**config.mk**
```make
export PLATFORM = sky130hd
export DESIGN_NAME = reader_writer_lock_arbiter
export DESIGN_NICKNAME = d
export VERILOG_FILES = /design/src/rtl/core/rwla_pkg.sv /design/src/rtl/core/reader_writer_lock_arbiter.sv /design/src/rtl/core/rwla_ram.sv /design/src/rtl/core/rwla_wait_queue.sv
export SDC_FILE = /design/constraint.sdc
export NUM_CORES = 1
export LEC_CHECK = 0
export ABC_AREA = 1
export BUFFER_PORTS_ARGS = -buffer_cell sky130_fd_sc_hd__buf_2
export CAP_MARGIN = 25
export CORE_MARGIN = 8
export CORE_UTILIZATION = 67
export CTS_CLUSTER_DIAMETER = 40
export DETAILED_ROUTE_END_ITERATION = 7
export PLACE_DENSITY = 0.85
export SETUP_SLACK_MARGIN = 0.5
export SLEW_MARGIN = 25
export SYNTH_ARGS = -nofsm -noshare
export SYNTH_HDL_FRONTEND = slang
export SYNTH_SLANG_ARGS = --single-unit
```
**constraint.sdc**
```tcl
create_clock -name clk -period 6.7 [get_ports clk]
set_clock_uncertainty 0.1 [all_clocks]
set_input_delay 1.005 -clock clk [delete_from_list [all_inputs] [get_ports clk]]
set_output_delay 1.005 -clock clk [all_outputs]
set_load 0.01 [all_outputs]
```
**src/rtl/core/rwla_pkg.sv**
```systemverilog
// ----------------------------------------------------------------------------
// rwla_pkg
// Shared constants, codes and types for the readers-writer lock arbiter.
// ----------------------------------------------------------------------------
package rwla_pkg;

  localparam int MAX_REQUESTERS   = 64;
  localparam int WAIT_QUEUE_DEPTH = 16;
  localparam int MAX_RESULTS      = 16;

  localparam int ID_W     = 6;
  localparam int KIND_W   = 3;
  localparam int WQ_PTR_W = $clog2(WAIT_QUEUE_DEPTH);
  localparam int WQ_CNT_W = $clog2(WAIT_QUEUE_DEPTH + 1);
  localparam int HOLD_W   = $clog2(MAX_REQUESTERS + 1);
  localparam int RES_W    = $clog2(MAX_RESULTS + 1);

  // result kinds
  localparam logic [KIND_W-1:0] EV_GRANTED   = 3'd0;
  localparam logic [KIND_W-1:0] EV_QUEUED    = 3'd1;
  localparam logic [KIND_W-1:0] EV_HELD      = 3'd2;
  localparam logic [KIND_W-1:0] EV_FREE      = 3'd3;
  localparam logic [KIND_W-1:0] EV_REJECTED  = 3'd4;
  localparam logic [KIND_W-1:0] EV_NO_HOLDER = 3'd5;

  // lock status
  localparam logic [1:0] LK_FREE    = 2'd0;
  localparam logic [1:0] LK_READERS = 2'd1;
  localparam logic [1:0] LK_WRITER  = 2'd2;

  // input action
  localparam logic ACT_REQUEST = 1'b0;
  localparam logic ACT_RELEASE = 1'b1;

  typedef struct packed {
    logic            push;
    logic            pop;
    logic [ID_W-1:0] id;
  } wq_ctl_t;

  typedef struct packed {
    logic [WQ_CNT_W-1:0] count;
    logic                full;
    logic [ID_W-1:0]     head_id;
  } wq_stat_t;

endpackage

```
**src/rtl/core/reader_writer_lock_arbiter.sv**
```systemverilog
// ----------------------------------------------------------------------------
// reader_writer_lock_arbiter
// Readers-writer lock manager with reader preference and wait FIFOs.
// ----------------------------------------------------------------------------
// Results: a request or simple release yields a single registered result; a
//   release that wakes waiters yields one result per grant instead, each after
//   a wait FIFO RAM read, then output load. Input stalls while waking or held.
// Reset: rst synchronous, active high; lock free, holder count and FIFO
//   pointers cleared. FIFO RAM contents are not cleared (only written slots
//   are ever used).
// ----------------------------------------------------------------------------
module reader_writer_lock_arbiter (
  input  logic       clk,
  input  logic       rst,
  // request/release stream
  input  logic       s_tvalid,
  output logic       s_tready,
  input  logic [7:0] s_tdata,   // [5:0] requester_id, [7:6] zero
  input  logic [1:0] s_tuser,   // [0] action, [1] is_reader
  // result stream
  output logic       m_tvalid,
  input  logic       m_tready,
  output logic [7:0] m_tdata,   // [5:0] subject_id, [7:6] zero
  output logic [2:0] m_tuser,   // [2:0] event_kind
  output logic       m_tlast
);

  // sequencer states
  localparam logic [2:0] S_IDLE     = 3'd0;
  localparam logic [2:0] S_RD_ISSUE = 3'd1;
  localparam logic [2:0] S_RD_EMIT  = 3'd2;
  localparam logic [2:0] S_WR_ISSUE = 3'd3;
  localparam logic [2:0] S_WR_EMIT  = 3'd4;

  localparam logic [rwla_pkg::HOLD_W-1:0] HOLD_MAX =
    rwla_pkg::HOLD_W'(rwla_pkg::MAX_REQUESTERS);
  localparam logic [rwla_pkg::RES_W-1:0] RES_MAX =
    rwla_pkg::RES_W'(rwla_pkg::MAX_RESULTS);

  logic [2:0]                  state, state_next;
  logic [1:0]                  lock_status, lock_status_next;
  logic [rwla_pkg::HOLD_W-1:0] holder_count, holder_count_next;
  logic [rwla_pkg::RES_W-1:0]  wake_count, wake_count_next;

  // output register
  logic                        out_load;
  logic [rwla_pkg::KIND_W-1:0] out_kind, kind_reg;
  logic [rwla_pkg::ID_W-1:0]   out_id, id_reg;
  logic                        out_last, last_reg;
  logic                        out_free;

  rwla_pkg::wq_ctl_t  rq_ctl, wq_ctl;
  rwla_pkg::wq_stat_t rq_stat, wq_stat;

  logic                      accept;
  logic                      act;
  logic                      is_reader;
  logic [rwla_pkg::ID_W-1:0] req_id;
  logic                      lock_free;
  logic [rwla_pkg::HOLD_W-1:0] holder_dec;
  logic                      q_full;

  assign out_free  = !m_tvalid || m_tready;
  assign s_tready  = (state == S_IDLE) && out_free;
  assign accept    = s_tvalid && s_tready;
  assign act       = s_tuser[0];
  assign is_reader = s_tuser[1];
  assign req_id    = s_tdata[rwla_pkg::ID_W-1:0];

  // lock counts as free when nobody holds it
  assign lock_free  = (lock_status == rwla_pkg::LK_FREE) || (holder_count == '0);
  assign holder_dec = holder_count - 1'b1;
  assign q_full     = is_reader ? rq_stat.full : wq_stat.full;

  rwla_wait_queue u_rd_queue (
    .clk  (clk),
    .rst  (rst),
    .ctl  (rq_ctl),
    .stat (rq_stat)
  );

  rwla_wait_queue u_wr_queue (
    .clk  (clk),
    .rst  (rst),
    .ctl  (wq_ctl),
    .stat (wq_stat)
  );

  always_comb begin
    state_next        = state;
    lock_status_next  = lock_status;
    holder_count_next = holder_count;
    wake_count_next   = wake_count;
    out_load          = 1'b0;
    out_kind          = rwla_pkg::EV_GRANTED;
    out_id            = '0;
    out_last          = 1'b1;
    rq_ctl            = '0;
    wq_ctl            = '0;
    rq_ctl.id         = req_id;
    wq_ctl.id         = req_id;

    case (state)
      S_IDLE: begin
        if (accept) begin
          if (act == rwla_pkg::ACT_REQUEST) begin
            out_load = 1'b1;
            out_id   = req_id;
            if (lock_free) begin
              lock_status_next  = is_reader ? rwla_pkg::LK_READERS : rwla_pkg::LK_WRITER;
              holder_count_next = rwla_pkg::HOLD_W'(1);
              out_kind          = rwla_pkg::EV_GRANTED;
            end else if (is_reader && lock_status == rwla_pkg::LK_READERS) begin
              // reader preference: join even with writers waiting
              if (holder_count < HOLD_MAX) begin
                holder_count_next = holder_count + 1'b1;
                out_kind          = rwla_pkg::EV_GRANTED;
              end else begin
                out_kind = rwla_pkg::EV_REJECTED;
              end
            end else if (q_full) begin
              out_kind = rwla_pkg::EV_REJECTED;
            end else begin
              out_kind    = rwla_pkg::EV_QUEUED;
              rq_ctl.push = is_reader;
              wq_ctl.push = !is_reader;
            end
          end else begin
            if (lock_free) begin
              out_load = 1'b1;
              out_kind = rwla_pkg::EV_NO_HOLDER;
            end else if (holder_dec != '0) begin
              out_load          = 1'b1;
              out_kind          = rwla_pkg::EV_HELD;
              holder_count_next = holder_dec;
            end else if (rq_stat.count != '0) begin
              // last holder out: wake readers one per grant
              lock_status_next  = rwla_pkg::LK_READERS;
              holder_count_next = '0;
              wake_count_next   = '0;
              state_next        = S_RD_ISSUE;
            end else if (wq_stat.count != '0) begin
              holder_count_next = '0;
              state_next        = S_WR_ISSUE;
            end else begin
              out_load          = 1'b1;
              out_kind          = rwla_pkg::EV_FREE;
              lock_status_next  = rwla_pkg::LK_FREE;
              holder_count_next = '0;
            end
          end
        end
      end

      // head slot read is in flight
      S_RD_ISSUE: state_next = S_RD_EMIT;
      S_WR_ISSUE: state_next = S_WR_EMIT;

      S_RD_EMIT: begin
        if (out_free) begin
          out_load          = 1'b1;
          out_kind          = rwla_pkg::EV_GRANTED;
          out_id            = rq_stat.head_id;
          rq_ctl.pop        = 1'b1;
          holder_count_next = holder_count + 1'b1;
          wake_count_next   = wake_count + 1'b1;
          out_last = (rq_stat.count == rwla_pkg::WQ_CNT_W'(1)) ||
                     (wake_count + 1'b1 == RES_MAX) ||
                     (holder_count + 1'b1 == HOLD_MAX);
          state_next = out_last ? S_IDLE : S_RD_ISSUE;
        end
      end

      S_WR_EMIT: begin
        if (out_free) begin
          out_load          = 1'b1;
          out_kind          = rwla_pkg::EV_GRANTED;
          out_id            = wq_stat.head_id;
          wq_ctl.pop        = 1'b1;
          lock_status_next  = rwla_pkg::LK_WRITER;
          holder_count_next = rwla_pkg::HOLD_W'(1);
          state_next        = S_IDLE;
        end
      end

      default: state_next = S_IDLE;
    endcase
  end

  always_ff @(posedge clk) begin
    if (rst) begin
      state        <= S_IDLE;
      lock_status  <= rwla_pkg::LK_FREE;
      holder_count <= '0;
      wake_count   <= '0;
      m_tvalid     <= 1'b0;
    end else begin
      state        <= state_next;
      lock_status  <= lock_status_next;
      holder_count <= holder_count_next;
      wake_count   <= wake_count_next;
      if (out_load) begin
        m_tvalid <= 1'b1;
      end else if (m_tready) begin
        m_tvalid <= 1'b0;
      end
    end
  end

  always_ff @(posedge clk) begin
    if (out_load) begin
      kind_reg <= out_kind;
      id_reg   <= out_id;
      last_reg <= out_last;
    end
  end

  assign m_tdata = {{(8 - rwla_pkg::ID_W){1'b0}}, id_reg};
  assign m_tuser = kind_reg;
  assign m_tlast = last_reg;

  // holder count stays within the requester limit
  assert property (@(posedge clk) disable iff (rst) holder_count <= HOLD_MAX)
    else $error("holder count above limit");

  // an idle free lock has no holders
  assert property (@(posedge clk) disable iff (rst)
    (state == S_IDLE && lock_status == rwla_pkg::LK_FREE) |-> holder_count == '0)
    else $error("free lock with holders");

  // a writer lock is held by exactly one when idle
  assert property (@(posedge clk) disable iff (rst)
    (state == S_IDLE && lock_status == rwla_pkg::LK_WRITER) |-> holder_count == 1)
    else $error("writer lock holder count wrong");

  // wake-up pops only from a non-empty queue
  assert property (@(posedge clk) disable iff (rst)
    (state == S_RD_EMIT) |-> rq_stat.count != '0)
    else $error("reader wake from empty queue");

  assert property (@(posedge clk) disable iff (rst)
    (state == S_WR_EMIT) |-> wq_stat.count != '0)
    else $error("writer wake from empty queue");

endmodule

```
**src/rtl/core/rwla_ram.sv**
```systemverilog
// ----------------------------------------------------------------------------
// rwla_ram
// Generic single-write, single-read RAM with registered read data.
// ----------------------------------------------------------------------------
module rwla_ram #(
  parameter int WIDTH = 8,
  parameter int DEPTH = 16
) (
  input  logic                     clk,
  input  logic                     we,
  input  logic [$clog2(DEPTH)-1:0] waddr,
  input  logic [WIDTH-1:0]         wdata,
  input  logic [$clog2(DEPTH)-1:0] raddr,
  output logic [WIDTH-1:0]         rdata
);

  logic [WIDTH-1:0] mem [DEPTH];

  always_ff @(posedge clk) begin
    if (we) begin
      mem[waddr] <= wdata;
    end
    rdata <= mem[raddr];
  end

endmodule

```
**src/rtl/core/rwla_wait_queue.sv**
```systemverilog
// ----------------------------------------------------------------------------
// rwla_wait_queue
// Wait FIFO of requester ids: pointers and count in flops, slots in a RAM.
// ----------------------------------------------------------------------------
module rwla_wait_queue (
  input  logic              clk,
  input  logic              rst,
  input  rwla_pkg::wq_ctl_t ctl,
  output rwla_pkg::wq_stat_t stat
);

  logic [rwla_pkg::WQ_PTR_W-1:0] head;
  logic [rwla_pkg::WQ_PTR_W-1:0] tail;
  logic [rwla_pkg::WQ_CNT_W-1:0] count;
  logic [rwla_pkg::WQ_PTR_W-1:0] head_next;
  logic [rwla_pkg::WQ_PTR_W-1:0] tail_next;
  logic [rwla_pkg::ID_W-1:0]     rdata;

  localparam logic [rwla_pkg::WQ_PTR_W-1:0] LAST_SLOT =
    rwla_pkg::WQ_PTR_W'(rwla_pkg::WAIT_QUEUE_DEPTH - 1);

  assign head_next = (head == LAST_SLOT) ? '0 : head + 1'b1;
  assign tail_next = (tail == LAST_SLOT) ? '0 : tail + 1'b1;

  // read port always follows head; data is registered, valid the cycle after head settles
  rwla_ram #(
    .WIDTH (rwla_pkg::ID_W),
    .DEPTH (rwla_pkg::WAIT_QUEUE_DEPTH)
  ) u_slots (
    .clk   (clk),
    .we    (ctl.push),
    .waddr (tail),
    .wdata (ctl.id),
    .raddr (head),
    .rdata (rdata)
  );

  always_ff @(posedge clk) begin
    if (rst) begin
      head  <= '0;
      tail  <= '0;
      count <= '0;
    end else begin
      if (ctl.push) begin
        tail <= tail_next;
      end
      if (ctl.pop) begin
        head <= head_next;
      end
      case ({ctl.push, ctl.pop})
        2'b10:   count <= count + 1'b1;
        2'b01:   count <= count - 1'b1;
        default: count <= count;
      endcase
    end
  end

  assign stat.count   = count;
  assign stat.full    = (count == rwla_pkg::WQ_CNT_W'(rwla_pkg::WAIT_QUEUE_DEPTH));
  assign stat.head_id = rdata;

endmodule
```
Word-level counts from Yosys, hierarchy flattened. Memories as Yosys holds them, arrays and structs flattened. A register that Yosys moved wholly into a read port is not among the register bits. Index checks and enable logic that the tools add are counted. W data, S select, Z words.

Add/subtract/negate cells: 11. Magnitude comparators: 1. Equality and inequality tests: 32. Mux-type cells: 86. Reduce and logical (&&, ||, !) cells: 28.

Operator list (number): $mux W7 (9); $mux W3 (14); $mux W5 (6); $pmux W5 S2 (3); $mux W1 (29); $reduce_and A7 Y1 (4); $mux W2 (12); $mux W6 (4); $pmux W7 S3 (1); $pmux W6 S3 (1); $add A4 B1 Y4 const B (4); $eq A4 B4 Y1 const B (4); $mux W4 (4); $add A5 B1 Y5 const B (3); $eq A5 B5 Y1 const B (3); $pmux W3 S5 (1); $ne A2 B2 Y1 const B (6); $reduce_bool A2 Y1 (5); $reduce_bool A5 Y1 (2); $sub A5 B1 Y5 const B (2); $ne A3 B3 Y1 const B (3); $ne A4 B3 Y1 const B (2); $add A7 B1 Y7 const B (1); $eq A7 B7 Y1 const B (1); 23 further kinds (34).

Bits in registers: 54. Bits in writable memories: 192. Input port bits: 14. Output and inout port bits: 14. Logic and storage cells: 174. Memories: 2.

Memories: u_rd_queue.u_slots.mem (words 16, bits a word 6, rd ports 1, clocked after Yosys merged registers in 1, wr ports 1, RTL line rwla_ram.sv:17) `logic [WIDTH-1:0] mem [DEPTH];`; u_wr_queue.u_slots.mem (words 16, bits a word 6, rd ports 1, clocked after Yosys merged registers in 1, wr ports 1, RTL line rwla_ram.sv:17).

Depth between registers and ports, before layout. Gate-level depths: netlist (run 1).

Depth in word-level cells: 10. Depth in mapped cells: 18. Gate-level depth less buffers: 17.

By module. A second synthesis (run 1) with hierarchy kept.

Cells, all modules: 1378. Area total of the unflattened synthesis: 12366.9 um^2.

By module, submodules not included: rwla_ram (times used 2, cells each 420, area each 4325.4 um^2, sequential area each 3002.9 um^2); reader_writer_lock_arbiter (times used 1, cells each 329, area each 2239.6 um^2, sequential area each 660.6 um^2); rwla_wait_queue (u_wr_queue) (times used 1, cells each 107, area each 750.7 um^2, sequential area each 260.2 um^2); rwla_wait_queue (u_rd_queue) (times used 1, cells each 102, area each 725.7 um^2, sequential area each 260.2 um^2).

Worst setup path before layout (run 1). Ideal clock, no wire load.

Path kind: input -> register. From: input port m_tready. To: register u_wr_queue.count[4] in the netlist's numbering. Setup time: 0.119 ns. Arrival: 2.917 ns. Required time: 6.481 ns. Slack: 3.563 ns. Stages: 17. Path buffers: 1. Path through: nor2_8 -> nor2_8 -> nand2_4 -> nor2_1 -> nand3_4 -> ha_1 -> buf_2 -> xor2_1 -> ha_1 -> a21o_1 -> nand2_1 -> o21ai_0 -> inv_1 -> nand2_1 -> nand3_1 -> o21ai_0 -> a21oi_1.

Longest elaborated chain between the ends: 7. Elaborated cells on any way between the ends: 11. Those cells by class: 2 x eq/ne; 5 x mux; 4 x reduce/logical.

Ends and longest elaborated chain: start, declared (RTL line reader_writer_lock_arbiter.sv:22) `input logic m_tready,`; $logic_or A1 B1 Y1 (*) (RTL line reader_writer_lock_arbiter.sv:63) `assign out_free = !m_tvalid || m_tready;`; $logic_and A1 B1 Y1 (*) (RTL line reader_writer_lock_arbiter.sv:64) `assign s_tready = (state == S_IDLE) && out_free;`; net s_tready (RTL line reader_writer_lock_arbiter.sv:17) `output logic s_tready,`; $logic_and A1 B1 Y1 (*) (RTL line reader_writer_lock_arbiter.sv:65) `assign accept = s_tvalid && s_tready;`; $mux W1 (*) (RTL line reader_writer_lock_arbiter.sv:105) `if (accept) begin`; $mux W1 (*) (RTL line reader_writer_lock_arbiter.sv:103) `case (state)`; $eq A2 B1 Y1 / $eq A2 B2 Y1 (equally long branches) (RTL line rwla_wait_queue.sv:50) `case ({ctl.push, ctl.pop})`; $pmux W5 S2 / $reduce_bool A2 Y1 (equally long branches); end signal, assigned (RTL line rwla_wait_queue.sv:51) `2'b10: count <= count + 1'b1;`; end signal, assigned (RTL line rwla_wait_queue.sv:52) `2'b01: count <= count - 1'b1;`; end signal, assigned (RTL line rwla_wait_queue.sv:53) `default: count <= count;`; end, declared (RTL line rwla_wait_queue.sv:14) `logic [rwla_pkg::WQ_CNT_W-1:0] count;`.

Mark *: on every way through the listed nets, which the timed path passes. The rest lies on a longest branch. A chain may end at the register's enable or synchronous reset.

Final worst setup path (run 1).
From: register holder_count[0] in the netlist's numbering. To: register u_wr_queue.count[4] in the netlist's numbering.

Longest elaborated chain between the ends: 8. Elaborated cells on any way between the ends: 10. Those cells by class: 2 x eq/ne; 5 x mux; 3 x reduce/logical.

Ends and longest elaborated chain: start, declared (RTL line reader_writer_lock_arbiter.sv:42) `logic [rwla_pkg::HOLD_W-1:0] holder_count, holder_count_next;`; start signal, assigned (RTL line reader_writer_lock_arbiter.sv:200) `holder_count <= holder_count_next;`; $logic_not A7 Y1 (*) (RTL line reader_writer_lock_arbiter.sv:71) `assign lock_free = (lock_status == rwla_pkg::LK_FREE) || (holder_count == '0);`; $logic_or A1 B1 Y1 (*) (RTL line reader_writer_lock_arbiter.sv:71); $mux W1 (*) (RTL line reader_writer_lock_arbiter.sv:109) `if (lock_free) begin`; $mux W1 (*) (RTL line reader_writer_lock_arbiter.sv:106) `if (act == rwla_pkg::ACT_REQUEST) begin`; $mux W1 (*) (RTL line reader_writer_lock_arbiter.sv:105); $mux W1 (*) (RTL line reader_writer_lock_arbiter.sv:103); $eq A2 B1 Y1 / $eq A2 B2 Y1 (equally long branches) (RTL line rwla_wait_queue.sv:50); $pmux W5 S2 / $reduce_bool A2 Y1 (equally long branches).

Mark *: on every way between the ends. The rest lies on a longest branch, timed or not.

==> metrics, run 1 <==
result of the run=finished clean; Die X-Extent=147 µm; registers with the highest flip-flop counts=u_rd_queue.u_slots.mem (96), u_wr_queue.u_slots.mem (96), holder_count (7); number of fill cells in the layout=1084; Slew Viols, Final=0; Worst IR Drop VDD=0.295 mV; die outline area=0.0217 mm²; worst reg2reg path depth=17; number of levels in the clock H-tree=1; average cell area after synthesis=10.6 µm²; total routing usage reported by global routing=0.231; register area=0.00719 mm²; buffers inserted during post-CTS setup optimization=0; max cap viols=0; count of antenna-violating nets left after detailed routing=0; maximum number of pins on one net before global-route repair=52; Detailed Routing Iterations Pass 1=7; clock latency on the worst-skew pair=530 ps; total power per unit cell area=271 mW/mm²; total overflow reported by the global router=0; clock tree from TritonCTS=built; post-synthesis sequential element count=258; Crit Reg-Reg Endpoint=u_wr_queue.count[4]$_SDFFE_PP0P_; final non-filler cell area=0.0127 mm²; critical path endpoint=u_wr_queue.count[4]$_SDFFE_PP0P_; worst slew margin relative to its limit=0.323; number of endpoints failing setup at the final stage=0; worst path required time=7010 ps; Boundary Pins=28; CTS Buffer Depth=3; unrepaired setup endpoints after global routing=false; total core area=0.0171 mm²; number of port buffers=23; via density per instance=6.06; Worst Setup End Kind=flip-flop; count of vias placed by the detailed router=8205; mean routed wirelength per cell=18.5 µm; f_max=0.308 GHz; number of buffers created by CTS=29; Initial Util=0.676; final weighted congestion in routability-driven placement=0.932; die extent in y=147 µm; clock sink count=258; arrival time at the worst endpoint=3560 ps; area of the mapped netlist=0.0115 mm²; part of the Yosys area used for sequential elements=0.624; leak pwr=4.60 nW; Setup crit start=holder_count[0]$_SDFFE_PP0P_; maximum fanout along the worst path=10; number of nets in the final layout=1146; Remaining DRCs=0; clock-pin slew of the registers on the worst-case setup and hold paths=60 ps; most common library cell in the layout ignoring fill and taps=sky130_fd_sc_hd__nor2_1; Final period util=0.485; Tmin final=3250 ps; HPWL after detailed placement=15.5 mm; layout cell share with drive strength beyond 1=0.104; Syn-to-layout area delta=10.6%; Worst R2R Start=holder_count[0]$_SDFFE_PP0P_; setup TNS=0 ps; wire length of the first global-routing pass=40.4 mm; WL final=25.1 mm; most frequently used flop master after synthesis=sky130_fd_sc_hd__edfxtp_1; number of hold-repair buffers added at the cts stage=0; Synthesis Warnings=0; number of cells upsized or downsized after cts=0; hold crit path type=flip-flop to flip-flop; Post-Synthesis Cells=1091; commonest cells after routing, fill and taps aside=220 x sky130_fd_sc_hd__nor2_1, 202 x sky130_fd_sc_hd__edfxtp_1, 139 x sky130_fd_sc_hd__nand2_1; asr flop ratio synth=0; Cell variety after synth=46; classification of the worst setup path=flip-flop to flip-flop; number of synthesized flops with an enable pin=202; number of inserted diodes=0; area used by multi-input combinational logic=0.00385 mm²; Post-Place Cell Area=0.0118 mm²; setup slack of the most critical reg-to-reg path=3450 ps; slew of the pin with the lowest slew margin=1000 ps; total number of placement rows=48; number of global-route vias before repair=7851; root buffer cell=sky130_fd_sc_hd__clkbuf_16; First DRT Iteration DRCs=1057; element type at the critical path start=flip-flop; antenna violations before repair=0; number of hold violations in the final report=0
==> logic make-up after synthesis <==
| logic type | share of synthesized area |
|---|---|
| mux | 0.0130 |
| xor+xnor | 0.00760 |
| other cells | 0.000325 |
| compound gates | 0.106 |
| flops | 0.624 |
| buf+inv | 0.0426 |
| fa+ha+maj | 0.0250 |
| simple gates | 0.182 |
==> per-stage QoR <==
stage	setup WS [ps]	util	power, mW	hold slack (ps)	cells
finish	3450	0.747	3.46	381	1354
detailed placement	3230	0.691	1.91	371	1303
global route	3100	0.747	3.55	404	1354
global placement	3280	0.691	1.91	361	1303
CTS	3480	0.747	3.47	380	1354
floorplan	3560	-	1.87	347	1092
==> critical path: stages (launching register included) <==
cell,delay [ps]
sky130_fd_sc_hd__dfxtp_1,410
sky130_fd_sc_hd__inv_1,170
sky130_fd_sc_hd__ha_1,260
sky130_fd_sc_hd__nand4_2,110
sky130_fd_sc_hd__nand2_4,100
sky130_fd_sc_hd__nor2_4,280
sky130_fd_sc_hd__nand3_4,210
sky130_fd_sc_hd__ha_1,360
sky130_fd_sc_hd__xor2_1,210
sky130_fd_sc_hd__ha_1,180
sky130_fd_sc_hd__a21o_1,110
sky130_fd_sc_hd__nand2_1,50
sky130_fd_sc_hd__o21ai_0,190
sky130_fd_sc_hd__inv_1,60
sky130_fd_sc_hd__nand2_1,50
sky130_fd_sc_hd__nand3_1,70
sky130_fd_sc_hd__o21ai_0,160
sky130_fd_sc_hd__a21oi_1,50
==> power breakdown <==
| group | switching [mW] | internal (mW) | total, mW |
|---|---|---|---|
| Combinational | 0.0956 | 0.0399 | 0.135 |
| Clock | 0.622 | 0.954 | 1.58 |
| Sequential | 0.0109 | 1.73 | 1.75 |
==> per-layer routing <==
metal | GRT usage | wire, µm
met5 | 0 | 0
met4 | 0.0841 | 693
met3 | 0.0338 | 2020
met2 | 0.379 | 12400
met1 | 0.308 | 10000
==> area by class of cell <==
class | instances | area share
inverter | 79 | 0.0233
multi-input combinational | 711 | 0.302
tap | 225 | 0.0221
timing repair buffer | 30 | 0.0132
clock buffer | 33 | 0.0581
sequential | 258 | 0.564
clock inverter | 18 | 0.0173
==> Yosys cell counts, types with 16 or more instances <==
master,count,area [µm²]
sky130_fd_sc_hd__dfxtp_1,56,1120
sky130_fd_sc_hd__o32ai_1,33,289
sky130_fd_sc_hd__ha_1,23,288
sky130_fd_sc_hd__nand3_1,55,275
sky130_fd_sc_hd__o221ai_1,16,140
sky130_fd_sc_hd__inv_1,67,251
sky130_fd_sc_hd__edfxtp_1,202,6070
sky130_fd_sc_hd__a21oi_1,30,150
sky130_fd_sc_hd__o21ai_0,77,385
sky130_fd_sc_hd__nor2_1,220,826
sky130_fd_sc_hd__nand2_1,139,522
sky130_fd_sc_hd__clkbuf_1,29,109
==> worst min-delay path by stage <==
stage	from	endpoint	depth (start not counted)
2_1_floorplan	lock_status[1]$_SDFFE_PP0P_	lock_status[1]$_SDFFE_PP0P_	2
5_1_grt	lock_status[1]$_SDFFE_PP0P_	lock_status[1]$_SDFFE_PP0P_	2
6_report	lock_status[0]$_SDFFE_PP0P_	lock_status[0]$_SDFFE_PP0P_	2
3_5_place_dp	lock_status[1]$_SDFFE_PP0P_	lock_status[1]$_SDFFE_PP0P_	2
4_1_cts	lock_status[1]$_SDFFE_PP0P_	lock_status[1]$_SDFFE_PP0P_	2
3_3_place_gp	lock_status[0]$_SDFFE_PP0P_	lock_status[0]$_SDFFE_PP0P_	2
No activity file was read; power rests on OpenSTA's default activity.
==> run 2: changes to the inputs <==
--- a/config.mk
+++ b/config.mk
@@ -9,10 +9,10 @@
 export BUFFER_PORTS_ARGS = -buffer_cell sky130_fd_sc_hd__buf_2
 export CAP_MARGIN = 25
 export CORE_MARGIN = 8
-export CORE_UTILIZATION = 67
+export CORE_UTILIZATION = 62
 export CTS_CLUSTER_DIAMETER = 40
 export DETAILED_ROUTE_END_ITERATION = 7
-export PLACE_DENSITY = 0.85
+export PLACE_DENSITY = 0.79
 export SETUP_SLACK_MARGIN = 0.5
 export SLEW_MARGIN = 25
 export SYNTH_ARGS = -nofsm -noshare
==> constraint.sdc (replaced) <==
create_clock -name clk -period 3.1 [get_ports clk]
set_clock_uncertainty 0.1 [all_clocks]
set_input_delay 0.465 -clock clk [delete_from_list [all_inputs] [get_ports clk]]
set_output_delay 0.465 -clock clk [all_outputs]
set_load 0.01 [all_outputs]
==> run 2 against run 1 <==
Flip-flop and latch count is the same. Critical path depth did not move. Final cell count is 2.6% higher. Highest routed layer unchanged. Clock power increased to 2.6 times the previous value. Core utilization decreased by 3.1 points. Hold slack worse by 58 ps.
==> metrics, run 2 (synthesis gave the netlist of run 1 again) <==
result of the run=finished clean (unchanged); number of global-route vias before repair=7935 (was 7851); Remaining DRCs=0 (unchanged); maximum fanout along the worst path=7 (was 10); leak pwr=4.81 nW (was 4.60 nW); maximum number of pins on one net before global-route repair=52 (unchanged); Detailed Routing Iterations Pass 1=6 (was 7); commonest cells after routing, fill and taps aside=208 x sky130_fd_sc_hd__nor2_1, 202 x sky130_fd_sc_hd__edfxtp_1, 139 x sky130_fd_sc_hd__nand2_1 (was 220 x sky130_fd_sc_hd__nor2_1, 202 x sky130_fd_sc_hd__edfxtp_1, 139 x sky130_fd_sc_hd__nand2_1); max cap viols=0 (unchanged); classification of the worst setup path=flip-flop to flip-flop (unchanged); Crit Reg-Reg Endpoint=u_wr_queue.count[4]$_SDFFE_PP0P_ (unchanged); number of hold violations in the final report=0 (unchanged); number of inserted diodes=0 (unchanged); arrival time at the worst endpoint=2770 ps (was 3560 ps); via density per instance=5.96 (was 6.06); register area=0.00720 mm² (was 0.00719 mm²); count of antenna-violating nets left after detailed routing=0 (unchanged); element type at the critical path start=flip-flop (unchanged); antenna violations before repair=0 (unchanged); Tmin final=2490 ps (was 3250 ps); Boundary Pins=28 (unchanged); Placed Cells=1325 (was 1303); hold crit path type=input port to flip-flop (was flip-flop to flip-flop); total number of placement rows=50 (was 48); First DRT Iteration DRCs=755 (was 1057); total core area=0.0185 mm² (was 0.0171 mm²); slew of the pin with the lowest slew margin=892 ps (was 1000 ps); setup TNS=0 ps (unchanged); clock tree from TritonCTS=built (unchanged); die extent in y=152 µm (was 147 µm); Final period util=0.804 (was 0.485); worst slew margin relative to its limit=0.405 (was 0.323); number of endpoints failing setup at the final stage=0 (unchanged); total overflow reported by the global router=0 (unchanged); number of hold-repair buffers added at the cts stage=0 (unchanged); clock-pin slew of the registers on the worst-case setup and hold paths=60 ps (about the same); Die X-Extent=152 µm (was 147 µm); Worst IR Drop VDD=0.664 mV (was 0.295 mV); Worst R2R Start=state[1]$_SDFFE_PP0P_ (was holder_count[0]$_SDFFE_PP0P_); setup slack of the most critical reg-to-reg path=610 ps (was 3450 ps); number of fill cells in the layout=1250 (was 1084); Syn-to-layout area delta=14.7% (was 10.6%); clock sink count=258 (unchanged); mean routed wirelength per cell=18.6 µm (was 18.5 µm); Worst Setup End Kind=flip-flop (unchanged); Slew Viols, Final=0 (unchanged); f_max=0.401 GHz (was 0.308 GHz); worst reg2reg path depth=17 (unchanged); wire length of the first global-routing pass=41.0 mm (was 40.4 mm); die outline area=0.0232 mm² (was 0.0217 mm²); total power per unit cell area=614 mW/mm² (was 271 mW/mm²); number of port buffers=23 (unchanged); root buffer cell=sky130_fd_sc_hd__clkbuf_16 (unchanged); layout cell share with drive strength beyond 1=0.149 (was 0.104); count of vias placed by the detailed router=8285 (was 8205); Setup crit start=state[1]$_SDFFE_PP0P_ (was holder_count[0]$_SDFFE_PP0P_); critical path endpoint=u_wr_queue.count[4]$_SDFFE_PP0P_ (unchanged); number of standard cells in the final layout excluding fillers=1389 (was 1354); HPWL after detailed placement=15.9 mm (was 15.5 mm); final non-filler cell area=0.0132 mm² (was 0.0127 mm²); registers with the highest flip-flop counts=u_rd_queue.u_slots.mem (96), u_wr_queue.u_slots.mem (96), holder_count (7) (unchanged); Initial Util=0.624 (was 0.676); WL final=25.8 mm (was 25.1 mm); CTS Buffer Depth=3 (unchanged); worst path required time=3380 ps (was 7010 ps); total routing usage reported by global routing=0.219 (was 0.231); number of nets in the final layout=1167 (was 1146); final weighted congestion in routability-driven placement=0.931 (was 0.932); most common library cell in the layout ignoring fill and taps=sky130_fd_sc_hd__nor2_1 (unchanged); clock latency on the worst-skew pair=500 ps (was 530 ps); Post-Place Cell Area=0.0120 mm² (was 0.0118 mm²); number of levels in the clock H-tree=2 (was 1); area used by multi-input combinational logic=0.00394 mm² (was 0.00385 mm²); unrepaired setup endpoints after global routing=true (was false); number of buffers created by CTS=34 (was 29)
[run 2: cell count changes in the layout (fill, tap and decap cells not counted), moves of 4 or more]
cell	delta
sky130_fd_sc_hd__dfxtp_2	+4
sky130_fd_sc_hd__ha_1	-4
sky130_fd_sc_hd__clkbuf_16	+6
sky130_fd_sc_hd__buf_4	+15
sky130_fd_sc_hd__nor2_2	+10
sky130_fd_sc_hd__clkinv_4	+4
sky130_fd_sc_hd__dfxtp_1	-6
sky130_fd_sc_hd__nor2_1	-12
[run 2: where the power goes]
group	switching (mW)	internal, mW
logic	0.217	0.0959
clock network	1.51	2.52
registers	0.0212	3.75
[run 2: worst min-delay path by stage]
stage                                       endpoint  slack, ps                        start  cells after the start
floorplan                lock_status[1]$_SDFFE_PP0P_        350  lock_status[1]$_SDFFE_PP0P_                      2
global placement         lock_status[1]$_SDFFE_PP0P_        360  lock_status[1]$_SDFFE_PP0P_                      2
detailed placement       lock_status[1]$_SDFFE_PP0P_        370  lock_status[1]$_SDFFE_PP0P_                      2
CTS                         m_tuser[0]$_SDFFCE_PN0P_        300                     s_tvalid                      3
global route        u_rd_queue.count[4]$_SDFFE_PP0P_        330                          rst                      3
finish                      m_tuser[0]$_SDFFCE_PN0P_        320                     s_tvalid                      3
[run 2: routing by layer]
metal | global-route usage | up-vias | share of wire
met3 | 0.0394 | 62 | 0.071
met4 | 0.0709 | 0 | 0.023
met1 | 0.282 | 3934 | 0.42
met5 | 0 | - | 0
met2 | 0.368 | 352 | 0.49
li1 | - | 3937 | -
[run 2: cell type report]
class,count,share of cell area
multi-input combinational,711,0.298
tap,234,0.0222
sequential,258,0.545
timing repair buffer,46,0.0227
inverter,79,0.0226
clock buffer,38,0.0671
clock inverter,23,0.0223
[run 2: metrics by stage]
| stage | setup WS, ps | total power, mW | hold slack [ps] | util |
|---|---|---|---|---|
| after floorplan | 511 | 4.04 | 347 | - |
| after global placement | 382 | 4.14 | 363 | 0.648 |
| after detailed placement | 320 | 4.15 | 368 | 0.648 |
| after CTS | 515 | 8.15 | 296 | 0.713 |
| after global routing | 397 | 8.33 | 326 | 0.716 |
| final | 609 | 8.11 | 323 | 0.716 |
[run 2: critical path, stage by stage (launching register included)]
cell and delay (ps):
sky130_fd_sc_hd__dfxtp_2 350, sky130_fd_sc_hd__nor2_4 150, sky130_fd_sc_hd__nand2_4 110, sky130_fd_sc_hd__nor2_8 110, sky130_fd_sc_hd__nand2_4 90, sky130_fd_sc_hd__nor2_4 110, sky130_fd_sc_hd__nand3_4 90, sky130_fd_sc_hd__ha_4 200
sky130_fd_sc_hd__xor2_2 180, sky130_fd_sc_hd__ha_2 180, sky130_fd_sc_hd__a21o_1 110, sky130_fd_sc_hd__nand2_1 70, sky130_fd_sc_hd__o21ai_2 140, sky130_fd_sc_hd__inv_1 60, sky130_fd_sc_hd__nand2_1 60, sky130_fd_sc_hd__nand3_1 80
sky130_fd_sc_hd__o21ai_1 130, sky130_fd_sc_hd__a21oi_1 60
[run 2: what timing repair did]
action,CTS,global route
pin swaps,1,4
setup endpoints to repair,19,78
gates resized for setup,4,16
hold endpoints to repair,0,0
buffers inserted,1,2
==> run 3: changes to the inputs <==
==> constraint.sdc (replaced) <==
create_clock -name clk -period 2.6 [get_ports clk]
set_clock_uncertainty 0.1 [all_clocks]
set_input_delay 0.39 -clock clk [delete_from_list [all_inputs] [get_ports clk]]
set_output_delay 0.39 -clock clk [all_outputs]
set_load 0.01 [all_outputs]
==> run 3 against run 2 <==
Setup slack worse by 420 ps. Count of clock-buffer cells in the layout down 5. Register-to-register slack got worse by 420 ps. Hold slack got worse by 110 ps. Sequential share of layout area is 1.6 points lower. Combinational power increased by 40%. Clock power grew 12%. Critical path type unchanged. Critical endpoint unchanged. Highest routed layer unchanged.
==> metrics, run 3 (synthesis gave the netlist of run 1 again) <==
antenna violations before repair=0 (unchanged); CTS Buffer Depth=3 (unchanged); ordered list of cells on the worst path=inv_4 > ha_4 > nand4_4 > nand2_4 > nor2_4 > nand3_4 > ha_4 > xor2_2 > ha_2 > a21o_1 > nand2_2 > o21ai_2 > inv_1 > nand2_1 > nand3_2 > o21ai_2 > a21oi_1 (was nor2_4 > nand2_4 > nor2_8 > nand2_4 > nor2_4 > nand3_4 > ha_4 > xor2_2 > ha_2 > a21o_1 > nand2_1 > o21ai_2 > inv_1 > nand2_1 > nand3_1 > o21ai_1 > a21oi_1); worst path required time=2930 ps (was 3380 ps); final non-filler cell area=0.0136 mm² (was 0.0132 mm²); maximum fanout along the worst path=8 (was 7); arrival time at the worst endpoint=2740 ps (was 2770 ps); HPWL after detailed placement=16.5 mm (was 15.9 mm); total power per unit cell area=694 mW/mm² (was 614 mW/mm²); leak pwr=5.02 nW (was 4.81 nW); via density per instance=6.00 (was 5.96); register area=0.00720 mm² (about the same); Boundary Pins=28 (unchanged); total core area=0.0185 mm² (unchanged); Die X-Extent=152 µm (unchanged); count of antenna-violating nets left after detailed routing=0 (unchanged); Initial Util=0.624 (unchanged); max cap viols=0 (unchanged); hold crit path type=input port to flip-flop (unchanged); clock tree from TritonCTS=built (unchanged); Detailed Routing Iterations Pass 1=5 (was 6); clock sink count=258 (unchanged); Tmin final=2410 ps (was 2490 ps); final weighted congestion in routability-driven placement=0.911 (was 0.931); pre-CTS setup slack=71.2 ps (was 320 ps); classification of the worst setup path=flip-flop to flip-flop (unchanged); slew of the pin with the lowest slew margin=901 ps (was 892 ps); Worst Setup End Kind=flip-flop (unchanged); number of inserted diodes=0 (unchanged); Syn-to-layout area delta=18.1% (was 14.7%); worst slew margin relative to its limit=0.398 (was 0.405); result of the run=finished clean (unchanged); total routing usage reported by global routing=0.227 (was 0.219); Post-Place Cell Area=0.0122 mm² (was 0.0120 mm²); number of global-route vias before repair=8378 (was 7935); registers with the highest flip-flop counts=u_rd_queue.u_slots.mem (96), u_wr_queue.u_slots.mem (96), holder_count (7) (unchanged); number of hold violations in the final report=0 (unchanged); number of hold-repair buffers added at the cts stage=0 (unchanged); clock latency on the worst-skew pair=550 ps (was 500 ps); wire length of the first global-routing pass=42.9 mm (was 41.0 mm); mean routed wirelength per cell=19.0 µm (was 18.6 µm); most common library cell in the layout ignoring fill and taps=sky130_fd_sc_hd__edfxtp_1 (was sky130_fd_sc_hd__nor2_1); setup TNS=0 ps (unchanged); element type at the critical path start=flip-flop (unchanged); WL final=27.0 mm (was 25.8 mm); die outline area=0.0232 mm² (unchanged); number of levels in the clock H-tree=1 (was 2); number of buffers created by CTS=31 (was 34); count of vias placed by the detailed router=8548 (was 8285); Crit-path slowest cell=sky130_fd_sc_hd__dfxtp_4 (was sky130_fd_sc_hd__dfxtp_2); layout cell share with drive strength beyond 1=0.193 (was 0.149); minimum hold slack=217 ps (was 323 ps); maximum number of pins on one net before global-route repair=52 (unchanged); die extent in y=152 µm (unchanged); root buffer cell=sky130_fd_sc_hd__clkbuf_16 (unchanged); Slew Viols, Final=0 (unchanged); number of nets in the final layout=1203 (was 1167); clock-pin slew of the registers on the worst-case setup and hold paths=60 ps (about the same); unrepaired setup endpoints after global routing=true (unchanged); commonest cells after routing, fill and taps aside=202 x sky130_fd_sc_hd__edfxtp_1, 200 x sky130_fd_sc_hd__nor2_1, 133 x sky130_fd_sc_hd__nand2_1 (was 208 x sky130_fd_sc_hd__nor2_1, 202 x sky130_fd_sc_hd__edfxtp_1, 139 x sky130_fd_sc_hd__nand2_1); number of endpoints failing setup at the final stage=0 (unchanged); total number of placement rows=50 (unchanged); number of port buffers=23 (unchanged); number of fill cells in the layout=1146 (was 1250); area used by multi-input combinational logic=0.00411 mm² (was 0.00394 mm²); Remaining DRCs=0 (unchanged); total overflow reported by the global router=0 (unchanged); smallest setup slack after layout=193 ps (was 609 ps); f_max=0.415 GHz (was 0.401 GHz); First DRT Iteration DRCs=796 (was 755); Final period util=0.926 (was 0.804); Worst IR Drop VDD=0.937 mV (was 0.664 mV); highest cell delay on the worst timing path=350 ps (about the same)
run 3: cell types whose count changed in the layout (fill, tap and decap cells not counted), moves of 4 or more:
cell / before / now
sky130_fd_sc_hd__clkbuf_16: 35 / 31
sky130_fd_sc_hd__nor2_2: 14 / 9
sky130_fd_sc_hd__buf_4: 22 / 60
sky130_fd_sc_hd__nor2_1: 208 / 200
sky130_fd_sc_hd__o21ai_0: 75 / 70
sky130_fd_sc_hd__nand2_1: 139 / 133
sky130_fd_sc_hd__inv_1: 65 / 61
sky130_fd_sc_hd__nor2_4: 10 / 23
sky130_fd_sc_hd__o21ai_1: 11 / 15
run 3: cell type report:
type / count / area share
clock inverter: 25 / 0.0236
multi-input combinational: 711 / 0.302
sequential: 258 / 0.529
clock buffer: 33 / 0.0575
tap: 234 / 0.0215
inverter: 79 / 0.0225
timing repair buffer: 85 / 0.0438
run 3: metrics by stage:
step	util	std cells	total power [mW]
5_1_grt	0.738	1425	9.70
3_3_place_gp	0.661	1353	4.95
2_1_floorplan	-	1092	4.82
6_report	0.738	1425	9.45
4_1_cts	0.731	1421	9.47
3_5_place_dp	0.661	1353	4.97
run 3: critical path: cells and delay by family, from the launching register on:
kind,cells,cell delay (ps)
and+or+nand+nor,7,560
AOI/OAI and AO/OA,4,460
buffers and inverters,2,110
adders and majority gates,3,530
DFF,1,350
xor gates and xnor gates,1,170
run 3: path summary, 6_finish.rpt:
path                                startpoint                          endpoint  slack, ps  cells past startpoint
setup reg to reg  holder_count[0]$_SDFFE_PP0P_  u_wr_queue.count[4]$_SDFFE_PP0P_        190                     17
setup / recovery  holder_count[0]$_SDFFE_PP0P_  u_wr_queue.count[4]$_SDFFE_PP0P_        190                     17
hold / removal                             rst   u_rd_queue.head[0]$_SDFFE_PP0P_        220                      3
hold reg to reg    lock_status[1]$_SDFFE_PP0P_       lock_status[1]$_SDFFE_PP0P_        370                      2
run 3: report_power, final:
| group | total (mW) | switching (mW) | internal, mW |
|---|---|---|---|
| Sequential | 4.48 | 0.0161 | 4.47 |
| Combinational | 0.437 | 0.293 | 0.143 |
| Clock | 4.53 | 1.72 | 2.81 |
| Total | 9.45 | 2.03 | 7.42 |
run 3: per-layer routing:
layer | up-vias | global-route usage | share of wire
li1 | 4000 | - | -
met1 | 4110 | 0.280 | 0.39
met4 | 0 | 0.0762 | 0.028
met5 | - | 0 | 0
met2 | 371 | 0.402 | 0.51
met3 | 67 | 0.0306 | 0.070
run 3: what timing repair did:
action                     in CTS  in global routing
gates resized for setup        31                 23
setup endpoints to repair     186                220
gates cloned                    0                  0
pin swaps                      12                  7
buffers inserted               10                  4
